## src/design/nnc_pkg.sv

```systemverilog
`timescale 1ns / 1ps
`default_nettype none
// ----------------------------------------------------------------------------
// nnc_pkg
// Shared widths, codes and types of the nearest-neighbour classifier.
// ----------------------------------------------------------------------------
package nnc_pkg;

  localparam int FEAT_W   = 16;
  localparam int LABEL_W  = 4;
  localparam int ENTRY_W  = 5;
  localparam int DIST_W   = 35;
  localparam int IN_FEATS = 5;
  localparam int SQ_W     = 32;

  localparam int PTS_W     = 6;
  localparam int DIMS_W    = 3;
  localparam int CFG_W     = 6;
  localparam int CFG_IDX_W = 1;

  localparam logic [CFG_IDX_W-1:0] REG_POINTS_IN_USE = 1'd0;
  localparam logic [CFG_IDX_W-1:0] REG_DIMS_IN_USE   = 1'd1;

  localparam logic [PTS_W-1:0]  POINTS_RESET = 6'd20;
  localparam logic [DIMS_W-1:0] DIMS_RESET   = 3'd5;

  localparam logic FUNC_LOAD  = 1'b0;
  localparam logic FUNC_QUERY = 1'b1;

  // tdata layouts
  localparam int IN_ENTRY_LSB = 0;
  localparam int IN_LABEL_LSB = IN_ENTRY_LSB + ENTRY_W;
  localparam int IN_FEAT_LSB  = IN_LABEL_LSB + LABEL_W;
  localparam int IN_TDATA_W   = 96;

  localparam int OUT_LABEL_LSB = 0;
  localparam int OUT_ENTRY_LSB = OUT_LABEL_LSB + LABEL_W;
  localparam int OUT_DIST_LSB  = OUT_ENTRY_LSB + ENTRY_W;
  localparam int OUT_TDATA_W   = 48;

  // status of the distance pipeline towards the sequencer
  typedef struct packed {
    logic valid;
    logic busy;
  } dist_stat_t;

endpackage
`default_nettype wire

```

## src/design/nnc_dist.sv

```systemverilog
`timescale 1ns / 1ps
`default_nettype none
// ----------------------------------------------------------------------------
// nnc_dist
// Squared Euclidean distance pipeline with registered difference, square
// and sum; one point per cycle.
// ----------------------------------------------------------------------------
module nnc_dist #(
  parameter int DIMS  = 5,
  parameter int IDX_W = 5
) (
  input  wire logic                             clk,
  input  wire logic                             rst_n,
  input  wire logic                             in_valid,
  input  wire logic [IDX_W-1:0]                 in_idx,
  input  wire logic [nnc_pkg::LABEL_W-1:0]      in_label,
  input  wire logic [DIMS*nnc_pkg::FEAT_W-1:0]  q_feat,
  input  wire logic [DIMS*nnc_pkg::FEAT_W-1:0]  p_feat,
  input  wire logic [DIMS-1:0]                  dim_en,
  output nnc_pkg::dist_stat_t                   stat,
  output logic      [IDX_W-1:0]                 out_idx,
  output logic      [nnc_pkg::LABEL_W-1:0]      out_label,
  output logic      [nnc_pkg::SQ_W+$clog2(DIMS)-1:0] out_sum
);

  localparam int FW    = nnc_pkg::FEAT_W;
  localparam int SUM_W = nnc_pkg::SQ_W + $clog2(DIMS);

  logic [2:0]                 vld_r;
  logic [IDX_W-1:0]           idx1_r, idx2_r, idx3_r;
  logic [nnc_pkg::LABEL_W-1:0] lab1_r, lab2_r, lab3_r;

  logic signed [FW:0]            diff_nxt [DIMS];
  logic signed [FW:0]            diff_r   [DIMS];
  logic [nnc_pkg::SQ_W-1:0]      sq_nxt   [DIMS];
  logic [nnc_pkg::SQ_W-1:0]      sq_r     [DIMS];
  logic signed [2*FW+1:0]        prod     [DIMS];
  logic [SUM_W-1:0]              sum_nxt, sum_r;

  always_comb begin
    for (int d = 0; d < DIMS; d++) begin
      // unused dimensions add nothing
      if (dim_en[d]) begin
        diff_nxt[d] = $signed({q_feat[d*FW+FW-1], q_feat[d*FW +: FW]})
                    - $signed({p_feat[d*FW+FW-1], p_feat[d*FW +: FW]});
      end else begin
        diff_nxt[d] = '0;
      end
      prod[d]   = diff_r[d] * diff_r[d];
      sq_nxt[d] = prod[d][nnc_pkg::SQ_W-1:0];
    end
  end

  always_comb begin
    sum_nxt = '0;
    for (int d = 0; d < DIMS; d++) begin
      sum_nxt = sum_nxt + SUM_W'(sq_r[d]);
    end
  end

  always_ff @(posedge clk) begin
    if (!rst_n) begin
      vld_r <= '0;
    end else begin
      vld_r <= {vld_r[1:0], in_valid};
    end
  end

  always_ff @(posedge clk) begin
    idx1_r <= in_idx;
    lab1_r <= in_label;
    idx2_r <= idx1_r;
    lab2_r <= lab1_r;
    idx3_r <= idx2_r;
    lab3_r <= lab2_r;
    diff_r <= diff_nxt;
    sq_r   <= sq_nxt;
    sum_r  <= sum_nxt;
  end

  assign stat.valid = vld_r[2];
  assign stat.busy  = |vld_r;
  assign out_idx    = idx3_r;
  assign out_label  = lab3_r;
  assign out_sum    = sum_r;

endmodule
`default_nettype wire

```

## config.mk

```make
export PLATFORM = sky130hd
export DESIGN_NAME = nnc_dist
export DESIGN_NICKNAME = d
export VERILOG_FILES = /design/src/design/nnc_pkg.sv /design/src/design/nnc_dist.sv
export SDC_FILE = /design/constraint.sdc
export NUM_CORES = 2
export LEC_CHECK = 0
export BUFFER_PORTS_ARGS = -buffer_cell sky130_fd_sc_hd__buf_2
export CAP_MARGIN = 15
export CORE_MARGIN = 1
export CORE_UTILIZATION = 59
export CTS_CLUSTER_DIAMETER = 50
export CTS_CLUSTER_SIZE = 28
export DETAILED_ROUTE_END_ITERATION = 8
export GPL_TIMING_DRIVEN = 0
export PLACE_DENSITY_LB_ADDON = 0.15
export SLEW_MARGIN = 20
export SYNTH_ARGS = -nofsm -noshare
export SYNTH_HDL_FRONTEND = slang
export SYNTH_SLANG_ARGS = --single-unit
export TNS_END_PERCENT = 10
```

## constraint.sdc

```tcl
create_clock -name clk -period 6.74 [get_ports clk]
set_input_delay 1.348 -clock clk [delete_from_list [all_inputs] [get_ports clk]]
set_output_delay 1.348 -clock clk [all_outputs]
set_load 0.03 [all_outputs]
```

==> run_results.csv <==
group,metric,value,unit
job,cap_violations,0,
clock_tree,cts_made_buffers,47,
synth,synthFlopType,"dfxtp_1",
timing,worst_hold_slack,327,ps
final_layout,final_common_cell,"inv_1",
route,num_vias,41687,
timing,finalHoldViolCount,0,
hold_path,hp-class,"flop to flop",
synth,syn_area,60600,um^2
timing,finalSetupViolCount,0,
final_layout,diodes,0,
floorplanning,num_rows,117,
synth,async_flop_share,0,
synth,ys_types,73,
clock_tree,clk_latency,650,ps
clock_tree,cts_tree,"yes",
global_route,grt.total_usage,0.287,
final_layout,num-fill-cells,8526,
floorplanning,fp.dieW,323,um
global_route,antenna_found_initial,6,
setup_path,crit_path_start_kind,"flop",
setup_path,path_class,"flop to flop",
hold_path,holdPathEnd,"out_label[3]",
clock_tree,htree_levels,2,
timing,fin_crit_sh,0.972,
setup_path,crit_start,"diff_r[50]",
setup_path,crit-reg2reg-launch,"diff_r[50]",
setup_path,cp_common_cell,"fa_1",
floorplanning,initial_core_util,0.595,
synth,netlist_instances,6312,
global_route,grt_pass1_wl,233,mm
placed_design,gp_congestion,0.949,
synth,synth_area_leaders,"fa_1, ha_1, inv_1, dfxtp_1, xnor2_1",
setup_path,cp_max_fo,10,
synth,syn_avg_cell_area,9.60,um^2
synth,yosysWarnings,0,
route,drt-total-wl,140,mm
final_layout,area_growth,8.70,%
route,postRouteAntennaNets,0,
route,drt_iter0_drc,2424,
setup_path,path_cells,"buf_4 > clkbuf_4 > nand2_1 > inv_1 > fa_2 > fa_1 > fa_1 > fa_1 > fa_1 > inv_1 > fa_1 > inv_1 > ha_2 > a21o_1 > a21o_1 > a21o_1 > a211oi_1 > o21ai_1 > nor4_2 > buf_4 > nor3_1 > o211ai_1 > or3b_1",
final_layout,drive_gt1_frac,0.0841,
clock_tree,clock-sinks,305,
timing,fin_worst_skew,35.7,ps
global_route,grt_max_degree,18,
final_layout,nets,8686,
synth,synth_top_cell_area_share,0.455,
setup_path,cp_data_required_time,7260,ps
floorplanning,core_region_area,102000,um^2
synth,seq_area_frac_synth,0.101,
clock_tree,hold_buffers,0,
clock_tree,root_buffer,"clkbuf_16",
placed_design,dp_hpwl,121,mm
setup_path,r2r_end,"sq_r[95]",
placed_design,io_buffers,221,
route,vias_per_cell,5.21,
timing,layout_min_cycle_time,6550,ps
synth,yosysTopAreaCell,"fa_1",
synth,synth_edf_count,0,
timing,setup_ws,189,ps
run_status,status,"finished, final reports clean",
synth,synth.ff_latch_count,305,
timing,worstMarginPinSlew,786,ps
setup_path,worstPathArrival,7070,ps
global_route,grt-ovfl-total,0,
timing,clock.fmax,153,MHz
setup_path,rrSetupSlack,190,ps
clock_tree,clk_pin_slew,60,ps
route,drc_errors,0,
route,wl_per_cell,17.5,um
final_layout,final_cell_mix,"inv_1, fa_1, ha_1, nand2_1, and2_1",
route,firstDrtPassIters,5,
clock_tree,max-clock-path-buffers,3,
hold_path,min-delay-start,"lab2_r[3]",
setup_path,end_kind,"flop",
timing,finalSetupTns,0,ps
floorplanning,boundaryPins,223,
floorplanning,die_y,323,um
global_route,grt_pass1_vias,45390,
floorplanning,die-area,104000,um^2
timing,finalMaxSlewViolations,0,
setup_path,max_stage_delay,610,ps
hold_path,hold_depth,0,
timing,slew_headroom,0.462,
placed_design,place_ws,-929,ps
setup_path,reg2reg_depth,23,
setup_path,cp_slowest_cell,"fa_2",
timing,rsz0062_at_grt,"yes",
[timing repair]
action,in CTS,in global routing
endpoints found under the setup margin,58,33
resized for setup,164,189
pin swaps,7,9
buffers inserted,3,7
[metrics by stage]
step	cells	util	cell area, um^2
final	7995	0.647	65900
after global routing	7995	0.647	65900
after CTS	7992	0.643	65600
after detailed placement	7902	0.623	63400
after global placement	7902	0.623	63400
after floorplan	6313	-	60600
[registers in the layout, indices dropped and copies added, names as in the netlist]
| register | count |
|---|---|
| idx1_r | 5 |
| diff_r | 85 |
| out_sum | 35 |
| out_label | 4 |
| lab2_r | 4 |
| sq_r | 155 |
| lab1_r | 4 |
| out_idx | 5 |
| idx2_r | 5 |
| vld_r | 3 |
[critical path, delay by kind of cell (launching register included)]
family | cells | cell delay [ps]
compound gates | 6 | 1160
fa+ha+maj | 7 | 3340
buf+inv | 6 | 700
flops | 1 | 380
simple gates | 4 | 840
[layer usage]
layer  track usage  routed length (um)  vias up
li1              -                   -    19325
met1         0.395               60300    21090
met2         0.483               67400     1069
met3        0.0386                8560      203
met4        0.0710                3580        0
met5             0                   0        -
[cell families after synthesis]
| logic type | share of synthesized area |
|---|---|
| AO/OA/AOI/OAI | 0.0602 |
| adder cells (fa/ha/maj) | 0.567 |
| other | 0.0000619 |
| XOR/XNOR | 0.0432 |
| buffers and inverters | 0.118 |
| flip-flops | 0.101 |
| AND/OR/NAND/NOR | 0.110 |
| multiplexers | 0.00161 |
[cells in the mapped netlist (31+ instances only)]
master    instances
inv_1          1773
fa_1           1377
ha_1            543
nand2_1         475
and2_1          325
dfxtp_1         305
xnor2_1         240
a21oi_1         182
nor2_1          162
clkbuf_1        124
o21ai_0         103
nor2b_1         100
a21o_1           60
xor2_1           59
nor3_1           49
nand3_1          38
nand2b_1         31
[how the worst max path moves through the flow]
stage | endpoint | slack (ps)
2_1_floorplan | sq_r[95] | 370
3_3_place_gp | sq_r[62] | -990
3_5_place_dp | sq_r[62] | -930
4_1_cts | sq_r[95] | -80
5_1_grt | sq_r[31] | -50
6_report | sq_r[95] | 190
[cell type report]
cell class | count | area, um^2 | share of cell area
multi-input cells | 4108 | 47700 | 0.723
inverters | 1773 | 6660 | 0.101
flip-flops and latches | 305 | 6200 | 0.0941
well taps | 1368 | 1710 | 0.0260
clock buffers | 51 | 1210 | 0.0184
repair buffers | 231 | 1180 | 0.0179
plain buffers | 123 | 748 | 0.0114
clock inverters | 36 | 537 | 0.00815
Power is left out: the tool's default activity adds up to more than one toggle a clock period on the data nets, which glitch-free logic cannot reach.
