**config.mk**
```make
export PLATFORM = sky130hd
export DESIGN_NAME = nnc_cell
export DESIGN_NICKNAME = d
export VERILOG_FILES = /design/src/design/nnc_pkg.sv /design/src/design/nnc_cell.sv
export SDC_FILE = /design/constraint.sdc
export NUM_CORES = 1
export LEC_CHECK = 0
export BUFFER_PORTS_ARGS = -buffer_cell sky130_fd_sc_hd__buf_4
export CAP_MARGIN = 0
export CORE_ASPECT_RATIO = 0.8
export CORE_MARGIN = 8
export CORE_UTILIZATION = 41
export DETAILED_ROUTE_END_ITERATION = 16
export PLACE_DENSITY = 0.84
export SLEW_MARGIN = 40
export SYNTH_ARGS = -nofsm -noshare
export SYNTH_HDL_FRONTEND = slang
export SYNTH_SLANG_ARGS = --single-unit
```
**constraint.sdc**
```tcl
create_clock -name clk -period 3 [get_ports clk]
set_clock_uncertainty 0.15 [all_clocks]
set_input_delay 0.45 -clock clk [delete_from_list [all_inputs] [get_ports clk]]
set_output_delay 0.45 -clock clk [all_outputs]
set_load 0.01 [all_outputs]
```
**src/design/nnc_pkg.sv**
```systemverilog
`timescale 1ns / 1ps
`default_nettype none
// ----------------------------------------------------------------------------
// nnc_pkg
// Shared widths, codes and types of the nearest-neighbour classifier.
// ----------------------------------------------------------------------------
package nnc_pkg;

  localparam int FEAT_W   = 16;
  localparam int LABEL_W  = 4;
  localparam int ENTRY_W  = 5;
  localparam int DIST_W   = 35;
  localparam int IN_FEATS = 5;
  localparam int SQ_W     = 32;

  localparam int PTS_W     = 6;
  localparam int DIMS_W    = 3;
  localparam int CFG_W     = 6;
  localparam int CFG_IDX_W = 1;

  localparam logic [CFG_IDX_W-1:0] REG_POINTS_IN_USE = 1'd0;
  localparam logic [CFG_IDX_W-1:0] REG_DIMS_IN_USE   = 1'd1;

  localparam logic [PTS_W-1:0]  POINTS_RESET = 6'd20;
  localparam logic [DIMS_W-1:0] DIMS_RESET   = 3'd5;

  localparam logic FUNC_LOAD  = 1'b0;
  localparam logic FUNC_QUERY = 1'b1;

  // tdata layouts
  localparam int IN_ENTRY_LSB = 0;
  localparam int IN_LABEL_LSB = IN_ENTRY_LSB + ENTRY_W;
  localparam int IN_FEAT_LSB  = IN_LABEL_LSB + LABEL_W;
  localparam int IN_TDATA_W   = 96;

  localparam int OUT_LABEL_LSB = 0;
  localparam int OUT_ENTRY_LSB = OUT_LABEL_LSB + LABEL_W;
  localparam int OUT_DIST_LSB  = OUT_ENTRY_LSB + ENTRY_W;
  localparam int OUT_TDATA_W   = 48;

  // status of the distance pipeline towards the sequencer
  typedef struct packed {
    logic valid;
    logic busy;
  } dist_stat_t;

endpackage
`default_nettype wire

```
**src/design/nnc_cell.sv**
```systemverilog
`timescale 1ns / 1ps
`default_nettype none
// ----------------------------------------------------------------------------
// nnc_cell
// One slot of the training ring: holds a point and its label, takes a load
// or the contents of its neighbour.
// ----------------------------------------------------------------------------
module nnc_cell #(
  parameter int FV_W = 80
) (
  input  wire logic                       clk,
  input  wire logic                       load,
  input  wire logic                       shift,
  input  wire logic [FV_W-1:0]            load_feat,
  input  wire logic [nnc_pkg::LABEL_W-1:0] load_label,
  input  wire logic [FV_W-1:0]            next_feat,
  input  wire logic [nnc_pkg::LABEL_W-1:0] next_label,
  output logic      [FV_W-1:0]            feat,
  output logic      [nnc_pkg::LABEL_W-1:0] label
);

  logic [FV_W-1:0]             feat_r;
  logic [nnc_pkg::LABEL_W-1:0] label_r;

  always_ff @(posedge clk) begin
    if (load) begin
      feat_r  <= load_feat;
      label_r <= load_label;
    end else if (shift) begin
      feat_r  <= next_feat;
      label_r <= next_label;
    end
  end

  assign feat  = feat_r;
  assign label = label_r;

endmodule
`default_nettype wire

```
==> flow_summary.yaml, run 1 <==
clock_tree:
  holdBufCountCts: 0
  cts.sink_count: 84
  cts_setup_buffers: 0
  clk_pin_slew_worst_paths_ns: 0.08
  htreeDepth: 3
  clk_path_buf_depth: 2
  cts_tree: "done"
  clock-root-buffer: "clkbuf_8"
  cts_made_buffers: 9
  post_cts_resized: 0
run_status:
  status: "finished, final reports clean"
setup_path:
  crit_start: "load"
  cp.arrival_ns: 1.37
  critPathCapture: "feat[75]$_DFFE_PP_"
  startpoint_type: "primary input"
  required_ns: 2.87
  crit_slowest_cell: "or2_4"
  critical_path_class: "in -> reg"
  crit_chain: "buf_4, or2_4, buf_12"
  critPathMaxStageDelay_ns: 0.45
  crit_path_end_kind: "flip-flop"
  critPathMaxFanout: 50
pwr:
  power_switching_w: 0.000641
  p_leak_nw: 2.56
  ir_drop_uv: 293
  switching_share_pct: 20.9
  powerDensity_nw_per_um2: 528
  seqPwrFrac_pct: 48.0
  intPower_w: 0.00243
  pwr-share-comb_pct: 18.9
  pwr-share-clk_pct: 33.1
routing:
  routed_wl_mm: 10.7
  vias_per_cell: 4.70
  firstDrtPassIters: 4
  drc: 0
  drtIter0Drc: 83
  postRouteAntennaNets: 0
  num_vias: 2600
  wire_per_inst_um: 19.4
yosys:
  ys_seq_area_share_pct: 71.0
  mappedNetlistNets: 349
  yosysUniqueCellTypes: 7
  netlist_area_um2: 3550
  synth_warnings: 0
  synth_seq_cells: 84
  netlist_instances: 178
  syn_avg_cell_area_um2: 20.0
global_routing:
  track_usage_pct: 17.5
  grt_pass1_wl_mm: 16.1
  antenna_found_initial: 0
  grt_pass1_vias: 3002
  grt_max_degree: 85
  overflow: 0
layout:
  final_util_pct: 68.9
  diodes: 0
  drive_above_1_share_pct: 69.2
  fill_cells: 616
  nNetsFinal: 607
  syn_to_final_growth_pct: 63.8
sta:
  fin_crit_ns: 1.50
  post-route-period-util_pct: 50.1
  finalHoldViolCount: 0
  fmax_mhz: 666
  setup_viol_count_final: 0
  slew_headroom_pct: 65.5
  finalMaxSlewViolations: 0
  rsz0062_at_grt: "false"
  fin_tns_setup_ns: 0
  worst_slew_pin_slew_ns: 0.517
min_path:
  hold_class: "in -> reg"
placement:
  hpwl_mm: 8.50
  gp_congestion: 0.747
  io_buffer_count: 254
floorplan:
  dieArea_um2: 11900
  core_area_um2: 8450
  boundaryPins: 255
  start_util_pct: 42.1
  rows: 30
  die_w_um: 120
  die_h_um: 99.3
run:
  drv_cap: 0
## synth_stat cells
master    count  area (um2)
or2_2         1        6.26
buf_2         3        15.0
buf_4         1        7.51
edfxtp_1     84        2520
mux2_2       35         394
mux2_1       49         552
buf_6         5        56.3
## final cells by class
| type | instances | area [um2] | share of cell area, % |
|---|---|---|---|
| flip-flops and latches | 84 | 2520 | 43.3 |
| clock buffers | 11 | 131 | 2.26 |
| well taps | 112 | 140 | 2.41 |
| repair buffers | 256 | 1950 | 33.5 |
| multi-input cells | 85 | 955 | 16.4 |
| clock inverters | 5 | 124 | 2.13 |
## how the worst min path moves through the flow
stage / startpoint / end / slack, ns / cells past startpoint
2_1_floorplan: next_feat[28] / feat[28]$_DFFE_PP_ / 0.50 / 1
3_3_place_gp: next_feat[46] / feat[46]$_DFFE_PP_ / 0.58 / 2
3_5_place_dp: next_feat[58] / feat[58]$_DFFE_PP_ / 0.59 / 2
4_1_cts: next_feat[69] / feat[69]$_DFFE_PP_ / 0.22 / 2
5_1_grt: next_feat[69] / feat[69]$_DFFE_PP_ / 0.21 / 2
6_report: next_feat[69] / feat[69]$_DFFE_PP_ / 0.24 / 2
## power groups by stage
stage          clock, W  sequential [W]  combinational, W
2_1_floorplan         0         0.00157          0.000120
3_3_place_gp          0         0.00150          0.000579
3_5_place_dp          0         0.00150          0.000591
4_1_cts         0.00105         0.00148          0.000592
5_1_grt         0.00109         0.00149          0.000621
6_report        0.00102         0.00148          0.000580
## flip-flops by register name, indices dropped and copies added, names as in the netlist
name,cells
feat,80
label,4
## per-layer routing
metal	track usage, %	share of wire (%)	vias up
met5	0	0	-
met4	6.23	1.6	0
met3	8.10	12	12
met2	32.5	54	149
met1	16.6	33	1226
li1	-	-	1213
## per-stage QoR
| step | total power, W | cells | setup slack [ns] | cell area, um2 | hold slack [ns] |
|---|---|---|---|---|---|
| 2_1_floorplan | 0.00169 | 178 | 0.602 | 3550 | 0.501 |
| 3_3_place_gp | 0.00208 | 537 | 1.16 | 5560 | 0.583 |
| 3_5_place_dp | 0.00209 | 537 | 1.14 | 5560 | 0.586 |
| 4_1_cts | 0.00312 | 553 | 1.47 | 5820 | 0.217 |
| 5_1_grt | 0.00320 | 553 | 1.44 | 5820 | 0.213 |
| 6_report | 0.00307 | 553 | 1.50 | 5820 | 0.237 |
## critical path: cells and delay by family
| kind | cells | cell delay (ns) |
|---|---|---|
| buf+inv | 2 | 0.43 |
| simple gates | 1 | 0.45 |
## kinds of logic after synthesis
family / synth area share (%)
flops: 71.0
buf+inv: 2.22
simple gates: 0.176
mux: 26.6
## layout by cell type, fill, tap and decap left out
cell and instances:
buf_12 2, buf_4 254, bufinv_16 4, clkbuf_1 2, clkbuf_8 9, clkinv_1 1
edfxtp_1 84, mux2_1 49, mux2_2 35, or2_4 1
(Power assumes the default switching activity.)
==> inputs of run 2 (changes only) <==
CORE_UTILIZATION = 37   (was 41)
PLACE_DENSITY = 0.8   (was 0.84)
clock period = 1.35 ns   (was 3 ns; I/O delays follow)
==> run 2 against run 1 <==
  * Non-clock buffer count grew 42
  * Sequential share of layout area shrank 3.3 points
  * Critical path depth is the same
  * Setup slack lost 1.4 ns
  * Die area grew 9.2%
  * Clock power grew 130%
  * Worst hold slack lost 0.22 ns
  * Global-route usage shrank 0.26 points
  * Combinational power grew 140%
  * Sequential power grew 120%
==> flow_summary.yaml, run 2 (same netlist as run 1, synthesis figures left out) <==
run_status:
  status: "finished, final reports clean"
global_routing:
  grt_max_degree: 53
  grt_pass1_wl_mm: 17.5
  grtUsageMet2_pct: 31.6
  gr-usage-met3_pct: 8.50
  antenna_found_initial: 0
  track_usage_pct: 17.2
  overflow: 0
  grt_pass1_vias: 3218
  grt-busiest-layer: "met2"
  met1_usage_pct: 16.4
pwr:
  ir_drop_uv: 838
  powerDensity_nw_per_um2: 1120
  p_leak_nw: 2.75
sta:
  post-route-period-util_pct: 93.1
  fmax_mhz: 796
  rsz0062_at_grt: "false"
  finalHoldViolCount: 0
  holdWs_ns: 0.0126
  finalMaxSlewViolations: 0
  worst_slew_pin_slew_ns: 0.300
  slew_headroom_pct: 80.0
  fin_crit_ns: 1.26
  setup_viol_count_final: 0
layout:
  fill_cells: 688
  syn_to_final_growth_pct: 77.1
  fin_cells: 602
  final_cell_mix: "256 x buf_4, 84 x edfxtp_1, 49 x mux2_1"
  layout_commonest_cell: "buf_4"
  diodes: 0
  drive_above_1_share_pct: 64.0
  nNetsFinal: 649
  largest_register_ffs: 80
clock_tree:
  cts_tree: "done"
  cts_made_buffers: 9
  clock-root-buffer: "clkbuf_16"
  htreeDepth: 3
  clk_path_buf_depth: 2
  clk_pin_slew_worst_paths_ns: 0.06
  cts.sink_count: 84
floorplan:
  start_util_pct: 37.4
  die_h_um: 104
  boundaryPins: 255
  die_w_um: 126
  dieArea_um2: 13000
  core_area_um2: 9490
  rows: 32
routing:
  routed_wl_mm: 11.3
  postRouteAntennaNets: 0
  firstDrtPassIters: 4
  wire_per_inst_um: 18.8
  vias_per_cell: 4.58
  num_vias: 2759
  drtIter0Drc: 156
  drc: 0
setup_path:
  required_ns: 1.28
  critPathMaxStageDelay_ns: 0.56
  critical_path_class: "in -> reg"
  crit_buf_inv: 2
  cp_top_family: "buffers and inverters"
  critPathMaxFanout: 1
  startpoint_type: "primary input"
  crit_slowest_cell: "dlygate4sd3_1"
  crit_chain: "dlygate4sd3_1, buf_4, mux2_1"
  cp.arrival_ns: 1.18
  crit_path_end_kind: "flip-flop"
placement:
  gp_congestion: 0.784
  io_buffer_count: 254
  hpwl_mm: 8.46
  dp.cells: 548
run:
  drv_cap: 0
min_path:
  hold_class: "in -> reg"
==> run 2: changes by cell type in the layout (fill, tap and decap cells not counted), sizes merged <==
cell / before / now
clkbuf: 11 / 12
clkinvlp: 0 / 2
bufinv: 4 / 1
buf: 256 / 260
dlygate4sd3: 0 / 38
==> run 2: cell type report <==
| cell class | instances | area (um2) | area share (%) |
|---|---|---|---|
| clock buffer | 12 | 236 | 3.76 |
| multi-input combinational | 85 | 955 | 15.2 |
| sequential | 84 | 2520 | 40.1 |
| timing repair buffer | 298 | 2380 | 37.8 |
| clock inverter | 4 | 50.0 | 0.795 |
| tap | 119 | 149 | 2.37 |
==> run 2: path summary, 6_finish.rpt <==
kind | from | endpoint | slack (ns) | depth (start not counted)
min | next_feat[52] | feat[52]$_DFFE_PP_ | 0.01 | 2
max | load_feat[63] | feat[63]$_DFFE_PP_ | 0.09 | 3
==> run 2: what timing repair did <==
item,4_1_cts,5_1_grt
hold buffers,38,0
setup buffers,0,0
resized for setup,0,0
hold endpoints to repair,24,0
==> run 2: layer usage <==
metal	wire length, um	share of wire (%)
met1	3920	35
met2	5970	53
met3	1280	11
met4	159	1.4
met5	0	0
==> run 2: where the power goes <==
group | internal, W | switching (W)
registers | 0.00321 | 0.0000818
logic | 0.000880 | 0.000526
clock network | 0.00143 | 0.000931
total | 0.00552 | 0.00154
==> run 2: stage by stage <==
step	setup WS (ns)	TNS (ns)	power (W)	area [um2]	util [%]
5_1_grt	0.0672	0	0.00732	6290	66.3
2_1_floorplan	-0.301	-25.28	0.00377	3570	-
6_report	0.0937	0	0.00706	6290	66.3
3_5_place_dp	-0.0278	-0.0662	0.00467	5630	59.3
4_1_cts	0.0964	0	0.00713	6290	66.3
3_3_place_gp	-0.0184	-0.0184	0.00463	5630	59.3
